### src/hw/rtl/rc4_pkg.sv
// ----------------------------------------------------------------------------
// rc4_pkg
// Shared widths, register indexes, micro-op codes and the control/status
// structs between the RC4 controller and datapath.
// ----------------------------------------------------------------------------
package rc4_pkg;

	localparam int IDX_W         = 8;
	localparam int PERM_SIZE     = 1 << IDX_W;
	localparam int KEY_BYTES_MAX = 16;
	localparam int KEY_IDX_W     = 4;
	localparam int KEY_LEN_W     = 5;
	localparam int CFG_W         = 64;
	localparam int CFG_IDX_W     = 2;

	localparam logic [CFG_IDX_W-1:0] REG_KEY_LO  = 2'd0;
	localparam logic [CFG_IDX_W-1:0] REG_KEY_HI  = 2'd1;
	localparam logic [CFG_IDX_W-1:0] REG_KEY_LEN = 2'd2;

	localparam logic [KEY_LEN_W-1:0] KEY_LEN_RESET = 5'd16;

	// table micro-ops issued by the controller, one per cycle except while idle or holding for the output
	localparam int OP_W = 4;
	typedef logic [OP_W-1:0] op_t;

	localparam op_t OP_NONE     = 4'd0;
	localparam op_t OP_KS_RD_N  = 4'd1;
	localparam op_t OP_KS_RD_J  = 4'd2;
	localparam op_t OP_KS_WR_N  = 4'd3;
	localparam op_t OP_KS_WR_J  = 4'd4;
	localparam op_t OP_PG_RD_I  = 4'd5;
	localparam op_t OP_PG_RD_J  = 4'd6;
	localparam op_t OP_PG_WR_I  = 4'd7;
	localparam op_t OP_PG_WR_J  = 4'd8;

	typedef struct packed {
		logic capture;   // latch the incoming data byte
		logic clr_valid; // table back to identity
		logic ks_init;   // zero key-schedule counters and both indices
		op_t  op;
		logic out_load;  // load output register
		logic out_hold;  // ... from the parked result rather than the live one
	} cmd_t;

	typedef struct packed {
		logic ks_last;   // key schedule on its final round
	} sts_t;

endpackage

### src/hw/rtl/rc4_ctrl.sv
// ----------------------------------------------------------------------------
// rc4_ctrl
// Sequencer for the key schedule and keystream steps, plus the output
// request valid flag.
// ----------------------------------------------------------------------------
module rc4_ctrl import rc4_pkg::*; (
	input  logic clk,
	input  logic arst_n,
	input  logic in_valid,
	input  logic in_start,
	output logic in_ready,
	output logic out_valid,
	input  logic out_ready,
	output cmd_t cmd,
	input  sts_t sts
);

	localparam int ST_W = 4;
	localparam logic [ST_W-1:0] ST_IDLE   = 4'd0;
	localparam logic [ST_W-1:0] ST_KS_RDN = 4'd1;
	localparam logic [ST_W-1:0] ST_KS_RDJ = 4'd2;
	localparam logic [ST_W-1:0] ST_KS_WRN = 4'd3;
	localparam logic [ST_W-1:0] ST_KS_WRJ = 4'd4;
	localparam logic [ST_W-1:0] ST_PG_RDI = 4'd5;
	localparam logic [ST_W-1:0] ST_PG_RDJ = 4'd6;
	localparam logic [ST_W-1:0] ST_PG_WRI = 4'd7;
	localparam logic [ST_W-1:0] ST_PG_WRJ = 4'd8;
	localparam logic [ST_W-1:0] ST_HOLD   = 4'd9;

	logic [ST_W-1:0] state_q, state_d;
	logic            out_valid_q;
	logic            slot_free;
	logic            accept;

	assign in_ready  = (state_q == ST_IDLE);
	assign accept    = in_valid && in_ready;
	assign slot_free = !out_valid_q || out_ready;
	assign out_valid = out_valid_q;

	always_comb begin
		state_d = state_q;
		cmd     = '0;
		cmd.op  = OP_NONE;
		unique case (state_q)
			ST_IDLE: begin
				if (accept) begin
					cmd.capture = 1'b1;
					if (in_start) begin
						cmd.clr_valid = 1'b1;
						cmd.ks_init   = 1'b1;
						state_d       = ST_KS_RDN;
					end else begin
						cmd.op  = OP_PG_RD_I;
						state_d = ST_PG_RDJ;
					end
				end
			end
			ST_KS_RDN: begin
				cmd.op  = OP_KS_RD_N;
				state_d = ST_KS_RDJ;
			end
			ST_KS_RDJ: begin
				cmd.op  = OP_KS_RD_J;
				state_d = ST_KS_WRN;
			end
			ST_KS_WRN: begin
				cmd.op  = OP_KS_WR_N;
				state_d = ST_KS_WRJ;
			end
			ST_KS_WRJ: begin
				cmd.op  = OP_KS_WR_J;
				state_d = sts.ks_last ? ST_PG_RDI : ST_KS_RDN;
			end
			ST_PG_RDI: begin
				cmd.op  = OP_PG_RD_I;
				state_d = ST_PG_RDJ;
			end
			ST_PG_RDJ: begin
				cmd.op  = OP_PG_RD_J;
				state_d = ST_PG_WRI;
			end
			ST_PG_WRI: begin
				cmd.op  = OP_PG_WR_I;
				state_d = ST_PG_WRJ;
			end
			ST_PG_WRJ: begin
				cmd.op = OP_PG_WR_J;
				if (slot_free) begin
					cmd.out_load = 1'b1;
					state_d      = ST_IDLE;
				end else begin
					state_d = ST_HOLD;
				end
			end
			ST_HOLD: begin
				if (slot_free) begin
					cmd.out_load = 1'b1;
					cmd.out_hold = 1'b1;
					state_d      = ST_IDLE;
				end
			end
			default: begin
				state_d = ST_IDLE;
			end
		endcase
	end

	always_ff @(posedge clk or negedge arst_n) begin
		if (!arst_n) begin
			state_q     <= ST_IDLE;
			out_valid_q <= 1'b0;
		end else begin
			state_q <= state_d;
			if (cmd.out_load)
				out_valid_q <= 1'b1;
			else if (out_ready)
				out_valid_q <= 1'b0;
		end
	end

endmodule

### src/hw/rtl/rc4_dp.sv
// ----------------------------------------------------------------------------
// rc4_dp
// Permutation table (single write, single registered read), indices,
// key registers and the output byte register.
// ----------------------------------------------------------------------------
module rc4_dp import rc4_pkg::*; #(
	parameter int MAX_KEY_BYTES = KEY_BYTES_MAX
) (
	input  logic                 clk,
	input  logic                 arst_n,
	input  logic                 cfg_we,
	input  logic [CFG_IDX_W-1:0] cfg_index,
	input  logic [CFG_W-1:0]     cfg_data,
	input  logic [IDX_W-1:0]     in_byte,
	input  cmd_t                 cmd,
	output sts_t                 sts,
	output logic [IDX_W-1:0]     out_byte
);

	logic [IDX_W-1:0]     mem_q [PERM_SIZE];
	logic [PERM_SIZE-1:0] vld_q;
	logic [IDX_W-1:0]     rd_data_q, rd_addr_q;
	logic                 rd_vld_q;

	logic [CFG_W-1:0]     key_lo_q, key_hi_q;
	logic [KEY_LEN_W-1:0] key_len_q;

	logic [IDX_W-1:0]     i_q, j_q, n_q, mix_q, si_q, sj_q, data_q, res_q, out_q;
	logic [KEY_IDX_W-1:0] k_q;

	logic [IDX_W-1:0]     rdv, key_b, i_inc, ks_j, pg_j, t_addr, ks, res;
	logic [2*CFG_W-1:0]   key_all;
	logic [KEY_LEN_W-1:0] len_eff;
	logic                 k_wrap;
	logic                 rd_en, wr_en;
	logic [IDX_W-1:0]     rd_addr, wr_addr, wr_data;

	// entries never written since the last clear read as their own index
	assign rdv     = rd_vld_q ? rd_data_q : rd_addr_q;
	assign key_all = {key_hi_q, key_lo_q};
	assign key_b   = key_all[{k_q, 3'b000} +: IDX_W];
	assign i_inc   = i_q + 8'd1;
	assign ks_j    = mix_q + rdv + key_b;
	assign pg_j    = j_q + rdv;
	assign t_addr  = si_q + rdv;

	always_comb begin
		len_eff = key_len_q;
		if (key_len_q == '0)
			len_eff = KEY_LEN_W'(1);
		else if (key_len_q > KEY_LEN_W'(MAX_KEY_BYTES))
			len_eff = KEY_LEN_W'(MAX_KEY_BYTES);
	end

	assign k_wrap = ({1'b0, k_q} == (len_eff - KEY_LEN_W'(1)));

	// the read of S[t] was issued alongside the write of S[i], so patch in
	// the swapped values where t hits either index
	always_comb begin
		if (rd_addr_q == j_q)
			ks = si_q;
		else if (rd_addr_q == i_q)
			ks = sj_q;
		else
			ks = rdv;
	end

	assign res         = data_q ^ ks;
	assign sts.ks_last = (n_q == '1);
	assign out_byte    = out_q;

	always_comb begin
		rd_en   = 1'b0;
		rd_addr = n_q;
		wr_en   = 1'b0;
		wr_addr = n_q;
		wr_data = rdv;
		unique case (cmd.op)
			OP_NONE: begin
			end
			OP_KS_RD_N: begin
				rd_en = 1'b1;
			end
			OP_KS_RD_J: begin
				rd_en   = 1'b1;
				rd_addr = ks_j;
			end
			OP_KS_WR_N: begin
				wr_en = 1'b1;
			end
			OP_KS_WR_J: begin
				wr_en   = 1'b1;
				wr_addr = mix_q;
				wr_data = si_q;
			end
			OP_PG_RD_I: begin
				rd_en   = 1'b1;
				rd_addr = i_inc;
			end
			OP_PG_RD_J: begin
				rd_en   = 1'b1;
				rd_addr = pg_j;
			end
			OP_PG_WR_I: begin
				rd_en   = 1'b1;
				rd_addr = t_addr;
				wr_en   = 1'b1;
				wr_addr = i_q;
			end
			OP_PG_WR_J: begin
				wr_en   = 1'b1;
				wr_addr = j_q;
				wr_data = si_q;
			end
			default: begin
			end
		endcase
	end

	always_ff @(posedge clk) begin
		if (wr_en)
			mem_q[wr_addr] <= wr_data;
		if (rd_en) begin
			rd_data_q <= mem_q[rd_addr];
			rd_vld_q  <= vld_q[rd_addr];
			rd_addr_q <= rd_addr;
		end
	end

	always_ff @(posedge clk or negedge arst_n) begin
		if (!arst_n) begin
			vld_q <= '0;
		end else if (cmd.clr_valid) begin
			vld_q <= '0;
		end else if (wr_en) begin
			vld_q[wr_addr] <= 1'b1;
		end
	end

	always_ff @(posedge clk or negedge arst_n) begin
		if (!arst_n) begin
			key_lo_q  <= '0;
			key_hi_q  <= '0;
			key_len_q <= KEY_LEN_RESET;
		end else if (cfg_we) begin
			unique case (cfg_index)
				REG_KEY_LO:  key_lo_q  <= cfg_data;
				REG_KEY_HI:  key_hi_q  <= cfg_data;
				REG_KEY_LEN: key_len_q <= cfg_data[KEY_LEN_W-1:0];
				default: begin
				end
			endcase
		end
	end

	always_ff @(posedge clk or negedge arst_n) begin
		if (!arst_n) begin
			i_q   <= '0;
			j_q   <= '0;
			n_q   <= '0;
			k_q   <= '0;
			mix_q <= '0;
		end else if (cmd.ks_init) begin
			i_q   <= '0;
			j_q   <= '0;
			n_q   <= '0;
			k_q   <= '0;
			mix_q <= '0;
		end else begin
			if (cmd.op == OP_KS_RD_J)
				mix_q <= ks_j;
			if (cmd.op == OP_KS_WR_J) begin
				n_q <= n_q + 8'd1;
				k_q <= k_wrap ? '0 : k_q + KEY_IDX_W'(1);
			end
			if (cmd.op == OP_PG_RD_I)
				i_q <= i_inc;
			if (cmd.op == OP_PG_RD_J)
				j_q <= pg_j;
		end
	end

	always_ff @(posedge clk) begin
		if (cmd.capture)
			data_q <= in_byte;
		if (cmd.op == OP_KS_RD_J || cmd.op == OP_PG_RD_J)
			si_q <= rdv;
		if (cmd.op == OP_PG_WR_I)
			sj_q <= rdv;
		if (cmd.op == OP_PG_WR_J)
			res_q <= res;
		if (cmd.out_load)
			out_q <= cmd.out_hold ? res_q : res;
	end

endmodule

### src/hw/rtl/rc4_stream_cipher.sv
// Each keystream step reads S[i], reads S[j], writes S[i], writes S[j] and loads the output
// register (the result is parked while the output stalls); 3 table reads, 2 writes per step.
// One byte is in flight at a time; a byte with s_axis_tuser set first runs 256 key schedule rounds.
// Reset: both indices zero, table reads as identity through per-entry valid bits (no sweep),
// key words zero, key length 16.
// ----------------------------------------------------------------------------
// rc4_stream_cipher
// RC4 byte stream cipher: controller sequencing a shared table datapath.
// ----------------------------------------------------------------------------
module rc4_stream_cipher import rc4_pkg::*; #(
	parameter int MAX_KEY_BYTES = KEY_BYTES_MAX
) (
	input  logic                 clk,
	input  logic                 arst_n,
	input  logic                 s_axis_tvalid,
	output logic                 s_axis_tready,
	input  logic [7:0]           s_axis_tdata,  // [7:0] data_byte
	input  logic                 s_axis_tuser,  // [0] msg_start
	output logic                 m_axis_tvalid,
	input  logic                 m_axis_tready,
	output logic [7:0]           m_axis_tdata,  // [7:0] out_byte
	input  logic                 cfg_we,
	input  logic [CFG_IDX_W-1:0] cfg_index,
	input  logic [CFG_W-1:0]     cfg_data
);

	cmd_t cmd;
	sts_t sts;

	rc4_ctrl u_ctrl (
		.clk       (clk),
		.arst_n    (arst_n),
		.in_valid  (s_axis_tvalid),
		.in_start  (s_axis_tuser),
		.in_ready  (s_axis_tready),
		.out_valid (m_axis_tvalid),
		.out_ready (m_axis_tready),
		.cmd       (cmd),
		.sts       (sts)
	);

	rc4_dp #(
		.MAX_KEY_BYTES (MAX_KEY_BYTES)
	) u_dp (
		.clk       (clk),
		.arst_n    (arst_n),
		.cfg_we    (cfg_we),
		.cfg_index (cfg_index),
		.cfg_data  (cfg_data),
		.in_byte   (s_axis_tdata),
		.cmd       (cmd),
		.sts       (sts),
		.out_byte  (m_axis_tdata)
	);

	// one byte in flight at a time
	a_busy_after_accept: assert property (@(posedge clk) disable iff (!arst_n)
		s_axis_tvalid && s_axis_tready |=> !s_axis_tready)
		else $error("input taken while a byte is in flight");

	// plain keystream byte taken on an empty output is offered once the write-j step loads the output
	a_keystream_latency: assert property (@(posedge clk) disable iff (!arst_n)
		s_axis_tvalid && s_axis_tready && !s_axis_tuser && !m_axis_tvalid
		|-> ##4 m_axis_tvalid)
		else $error("keystream result late");

	// apart from reset, the table is only returned to identity by a message start
	a_clear_on_start: assert property (@(posedge clk) disable iff (!arst_n)
		cmd.clr_valid |-> s_axis_tvalid && s_axis_tready && s_axis_tuser)
		else $error("table cleared without a message start");

endmodule
### config.mk
export PLATFORM = sky130hd
export DESIGN_NAME = rc4_stream_cipher
export DESIGN_NICKNAME = d
export VERILOG_FILES = /design/src/hw/rtl/rc4_pkg.sv /design/src/hw/rtl/rc4_ctrl.sv /design/src/hw/rtl/rc4_dp.sv /design/src/hw/rtl/rc4_stream_cipher.sv
export SDC_FILE = /design/constraint.sdc
export NUM_CORES = 2
export LEC_CHECK = 0
export ABC_AREA = 1
export BUFFER_PORTS_ARGS = -buffer_cell sky130_fd_sc_hd__clkbuf_2
export CAP_MARGIN = 20
export CORE_AREA = 8 8 331 654
export CTS_CLUSTER_SIZE = 30
export DETAILED_ROUTE_END_ITERATION = 6
export DIE_AREA = 0 0 339 662
export HOLD_SLACK_MARGIN = 0.06
export PLACE_DENSITY_LB_ADDON = 0.05
export REMOVE_ABC_BUFFERS = 1
export SETUP_SLACK_MARGIN = 0.02
export SLEW_MARGIN = 20
export SYNTH_ARGS = -nofsm -noshare
export SYNTH_HDL_FRONTEND = slang
export SYNTH_SLANG_ARGS = --single-unit
### constraint.sdc
create_clock -name clk -period 18.7 [get_ports clk]
set_input_delay 3.74 -clock clk [delete_from_list [all_inputs] [get_ports clk]]
set_output_delay 3.74 -clock clk [all_outputs]
set_load 0.02 [all_outputs]
# Word-level counts from Yosys, hierarchy flattened
# Memory sizes are Yosys's and may differ from the RTL's. A register that Yosys moved wholly into a read port is not among the register bits.
# Cells that the tools add are included.
classes:
  reduce_logical: 21
  magnitude_cmp: 4
  n_div: 0
  n_mux: 47
  addsub: 8
  eq_ne: 25
  mul: 0
  shift: 1
  bitwise: 2
op_table:
  columns: ["operator", "count"]
  rows:
  - ["256-bit 2-to-1 mux", 2]
  - ["256-bit OR", 1]
  - ["128-bit by 8-bit variable part select with 8-bit output", 1]
  - ["8-bit 2-to-1 mux", 13]
  - ["4-bit one-hot mux with 10 select lines", 1]
  - ["4-bit one-hot mux with 9 select lines", 1]
  - ["8-bit adder", 4]
  - ["4-bit by 3-bit == test with 1-bit output (second input constant)", 8]
  - ["8-bit one-hot mux with 4 select lines", 1]
  - ["4-bit 2-to-1 mux", 6]
  - ["8-bit one-hot mux with 3 select lines", 1]
  - ["8-bit by 9-bit < comparator with 1-bit output (second input constant)", 2]
  - ["8-bit by 1-bit adder with 8-bit output (second input constant)", 2]
  - ["4-bit by 2-bit == test with 1-bit output (second input constant)", 4]
  - ["8-bit == test", 2]
  - ["4-bit == test (second input constant)", 3]
  - ["3-bit 2-to-1 mux", 4]
  - ["2-bit nonzero test", 6]
  - ["1-bit 2-to-1 mux", 10]
  - ["5-bit 2-to-1 mux", 2]
  - ["1-bit binary-select mux with 8-bit select", 1]
  - ["1-bit demux with 8-bit select", 1]
  - ["4-bit by 1-bit == test with 1-bit output (second input constant)", 2]
  - ["8-bit == test (second input constant)", 1]
  - ["23 further kinds", 29]
totals:
  ramBits: 2048
  word_cells: 127
  input_bits: 80
  n_memories: 1
  out_inout_bits: 10
  reg_bits: 479
  latch_bits: 0
  romBits: 0
memory_table:
  columns: ["name", "depth", "width", "rd", "rd_clocked_by_memory_dff", "wr", "line", "source"]
  rows:
  - ["u_dp.mem_q", 256, 8, 1, 1, 1, "rc4_dp.sv:20", "logic [IDX_W-1:0] mem_q [PERM_SIZE];"]

# Longest topological paths before layout
depth:
  ltp_word: 13
  mapped_depth: 29
  ltp_nobuf: 25

# By module
# A second synthesis with hierarchy kept.
unflattened:
  cells_unflattened: 11081
  hier_area_um2: 113578.9
by_module_without_submodules:
  columns: ["mod", "cells_each", "seq_area_each_um2", "n_inst", "area_each_um2"]
  rows:
  - ["rc4_dp", 11020, 73847.1, 1, 113211.1]
  - ["rc4_ctrl", 61, 125.1, 1, 367.9]

# Worst setup path before layout
# OpenSTA, ideal clock, no wires.
synth_timing:
  path_kind: "reg-to-reg"
  startpoint: "register u_ctrl.state_q[0]"
  endpoint: "memory u_dp.mem_q[0][1] (data pin)"
  path_buffers: 1
  t_required_ns: 16.511
  stages_incl_launch_ff: 8
  setup_ns: 2.189
  t_arrival_ns: 11.023
  setup_slack_ns: 5.488
  period_less_slack_ns: 13.212
  path_cell_list: "dfrtp_1 > nor2_2 > nand2_1 > nor2_4 > nor2_4 > inv_2 > clkbuf_1 > o21ai_0"
synth_via:
  elab_chain_len: 7
  word_cells_on_any_way: 16
  classes_between: "eq/ne (10); mux (3); reduce/logical (3)"
synth_rtl:
  columns: ["element", "line", "source"]
  rows:
  - ["from (decl)", "rc4_ctrl.sv:30", "logic [ST_W-1:0] state_q, state_d;"]
  - ["from (signal assigned)", "rc4_ctrl.sv:113", "state_q <= state_d;"]
  - ["4-bit zero test", "rc4_ctrl.sv:35, rc4_ctrl.sv:44", null]
  - ["1-bit logical AND", "rc4_ctrl.sv:36", "assign accept = in_valid && in_ready;"]
  - ["7-bit 2-to-1 mux", "rc4_ctrl.sv:46", "if (accept) begin"]
  - ["4-bit one-hot mux with 9 select lines *", "rc4_ctrl.sv:44", "unique case (state_q)"]
  - ["4-bit == test or 4-bit by 3-bit == test with 1-bit output (tied branches)", "rc4_dp.sv:78", "unique case (cmd.op)"]
  - ["2-bit OR reduction (no source line) *", null, null]
  - ["8-bit 2-to-1 mux *", "rc4_dp.sv:78", null]
  - ["via u_dp.wr_data[1]", "rc4_dp.sv:36", "logic [IDX_W-1:0] rd_addr, wr_addr, wr_data;"]
  - ["to (decl)", "rc4_dp.sv:20", null]
# The timed path passes the listed nets; every way through them passes the cells marked *.

# Worst setup path after layout
layout_timing:
  startpoint: "input port s_axis_tuser"
  endpoint: "register u_dp.rd_data_q[1], read port of u_dp.mem_q (data pin)"
layout_via:
  elab_chain_len: 6
  word_cells_on_any_way: 11
  classes_between: "eq/ne (5); mux (5); reduce/logical (1)"
layout_rtl:
  columns: ["element", "line", "source"]
  rows:
  - ["from (decl)", "rc4_stream_cipher.sv:18", "input logic s_axis_tuser,"]
  - ["3-bit 2-to-1 mux *", "rc4_ctrl.sv:48", "if (in_start) begin"]
  - ["7-bit 2-to-1 mux *", "rc4_ctrl.sv:46", null]
  - ["4-bit one-hot mux with 9 select lines *", "rc4_ctrl.sv:44", null]
  - ["4-bit by 1-bit == test with 1-bit output (tied with other cells)", "rc4_dp.sv:78", null]
  - ["5-bit OR reduction (no source line)", null, null]
  - ["1-bit 2-to-1 mux", "rc4_dp.sv:78", null]
  - ["to (decl)", "rc4_dp.sv:22", "logic [IDX_W-1:0] rd_data_q, rd_addr_q;"]
# Every way passes the cells marked *; elsewhere a longest branch is shown, timed or not.
# A chain may end at the register's enable or synchronous reset.

==> out/results.ini <==
[outcome]
status = complete, no violations

[place]
port_buffers = 89
routabilityCongestion = 0.905
dp_hpwl_um = 209000

[timing]
final_hold_viol_count = 0
worstMarginPinSlew_ns = 1.19
maxSlewHeadroom = 0.204
finalCritPeriodShare = 0.524
drv_slew = 0
rsz0062_at_grt = no
setup_viol = 0
fmax_ghz = 0.102
skew_ns = 0.0405
finalCriticalPeriod_ns = 9.80

[clock_tree]
clock_latency_ns = 0.89
htree_num_levels = 4
cts_max_path_buffers = 4
ctsRootBufferMaster = clkbuf_16
numCtsBuffers = 221
cts_tree = built
cts_setup_buffers = 0
cts-resized-gates = 0
clock-sinks = 2535
postCtsHoldBufs = 0
cts.clk_slew.worst_paths_ns = 0.07

[yosys]
synthFlopType = edfxtp_1
avgSynthCellArea_um2 = 10.4
yosys_register_bits = 2535
syn_area_um2 = 113000
yosys.area.top_type = edfxtp_1
synth_warnings = 0
synthTopCellsByArea = edfxtp_1 56%, dfrtp_1 9.5%, nand3_1 9.1%
synthTopCellsByCount = 2134 x nand2_1, 2105 x edfxtp_1, 2051 x nand3_1, 1315 x inv_1, 857 x nor2_1
async_reset_ff_frac = 0.170
synth_most_common_cell = nand2_1
synthDistinctLibCells = 51
syn-instance-count = 10900
yosysTopAreaCellShare = 0.558
ys_seq_area_frac = 0.653
synth_edf_count = 2105

[critical_path]
cp.required_ns = 19.32
r2r_end = u_dp.rd_data_q[1]
rr_startpoint = u_dp.k_q[0]
worst-setup-path-type = in2reg
cp_slowest_cell = buf_4
crit_top_cell = nand3_1
start_kind = input pin
cpPeakStageDelay_ns = 0.85
reg2reg_setup_slack_ns = 10.28
worstPathArrival_ns = 10.42
crit_path_cell_trace = clkbuf_2 > inv_1 > nand4_1 > nand3_1 > nand2_2 > inv_2 > nand2_8 > nand2_8 > buf_12 > buf_4 > buf_12 > buf_4 > nand2_1 > nand3_1 > nand3_1 > nand3_1 > nand3_1 > nand3_1 > nand3_1 > nand3_1 > nand2_1
cp_max_fo = 203
startpoint = s_axis_tuser
r2r_cells = 22
cp-end-kind = flop

[floorplanning]
rows = 237
start_util = 0.545
io_pins = 90
dieHeight_um = 662
coreArea_um2 = 208000
die_w_um = 339
dieArea_um2 = 224000

[cells_and_area]
layout.nets = 10800
area_delta_synth_final_pct = 8.09
layout-drive-gt1-share = 0.0596
utilization = 0.589
nFillCells = 17600

[grt]
grt_pass1_wl_um = 521000
grt.overflow.total = 0
grt_usage = 0.310
grt_pass1_vias = 79600
grt_max_degree = 204
antenna_found_initial = 8

[min_path]
hp-class = reg2reg
hold_start = u_dp.key_lo_q[38]
min_path_cells = 2
min_to = u_dp.key_lo_q[38]

[route]
via_per_inst = 5.84
num_vias = 79500
wl_per_cell_um = 26.1
wl_um = 355000
ant_nets = 0
drt_iter0_drc = 7515
drc_errors = 0
drtPass1Iterations = 6

[run]
cap_viol_max_count = 0

[worst max-delay path, delay by kind of cell]
kind          cells  cell delay [ns]
buf+inv           7             3.63
simple gates     14             2.75
[flip-flops by register name (all words and copies together), names as in the netlist, 64 cells and up]
name / cells
u_dp.key_hi_q: 64
u_dp.mem_q: 2048
u_dp.vld_q: 256
u_dp.key_lo_q: 64
[placed cells by master (no fill, tap or decap), types with 6 or more instances in the layout]
cell,count
nor4_1,6
nor2_2,8
nand3b_1,655
mux2_2,14
clkinv_2,36
buf_12,12
fa_1,10
xor2_1,24
ha_1,24
clkbuf_2,88
inv_2,26
nor2_1,855
nand2_4,8
a21oi_1,56
clkbuf_1,58
clkinvlp_4,12
buf_4,117
nand2_1,2118
o21ai_0,233
nand2_2,9
nand4_1,6
o211ai_1,156
clkbuf_8,27
edfxtp_1,2105
or2_2,6
clkinv_1,22
nand3_1,2051
xnor2_1,13
dfrtp_1,428
o21ai_1,20
clkbuf_16,224
mux2i_1,32
o22ai_1,6
bufinv_16,20
inv_1,1313
[stage by stage]
step | instances | area, um2 | setup slack, ns | TNS (ns) | hold WS, ns
finish | 13600 | 123000 | 8.90 | 0 | 0.482
global route | 13600 | 123000 | 8.41 | 0 | 0.500
CTS | 13600 | 123000 | 9.00 | 0 | 0.486
detailed placement | 13200 | 115000 | 8.06 | 0 | 0.470
global placement | 13200 | 115000 | 8.06 | 0 | 0.461
floorplan | 10200 | 110000 | -20.21 | -202.51 | 0.448
[how the worst max path moves through the flow]
stage,to,slack (ns)
4_1_cts,u_dp.rd_data_q[5],9.00
6_report,u_dp.rd_data_q[1],8.90
3_3_place_gp,u_dp.rd_data_q[5],8.06
3_5_place_dp,u_dp.rd_data_q[5],8.06
5_1_grt,u_dp.rd_data_q[5],8.41
2_1_floorplan,u_dp.rd_data_q[0],-20.21
[per-layer routing]
layer | track usage | up-vias | share of wire
met3 | 0.0359 | 986 | 0.060
li1 | - | 36200 | -
met1 | 0.346 | 39100 | 0.35
met2 | 0.545 | 3220 | 0.51
met4 | 0.231 | 2 | 0.089
met5 | 0 | - | 0.000034
[cells by family (layout without fill, tap and decap cells)]
| family | after synthesis | count (layout) | share of synthesized area |
|---|---|---|---|
| buffers and inverters | 2045 | 1971 | 0.0739 |
| AO/OA/AOI/OAI | 502 | 502 | 0.0264 |
| multiplexers | 46 | 46 | 0.00422 |
| XOR/XNOR | 37 | 37 | 0.00286 |
| adder cells (fa/ha/maj) | 34 | 34 | 0.00442 |
| flip-flops | 2535 | 2535 | 0.653 |
| AND/OR/NAND/NOR | 5737 | 5737 | 0.236 |
| other | 0 | 5 | 0 |
[cell type report]
type                            instances  area [um2]  area share
Clock buffer                          310        6200      0.0506
Tap cell                             2748        3440      0.0281
Antenna cell                            5        12.5    0.000102
Timing Repair Buffer                  219        1590      0.0129
Sequential cell                      2535       74000       0.604
Multi-Input combinational cell       6356       31200       0.255
Clock inverter                         93        1000     0.00817
Inverter                             1349        5100      0.0416
Power is not shown: default switching activity piles up to over one toggle a cycle in this logic, so the estimate is an artifact.
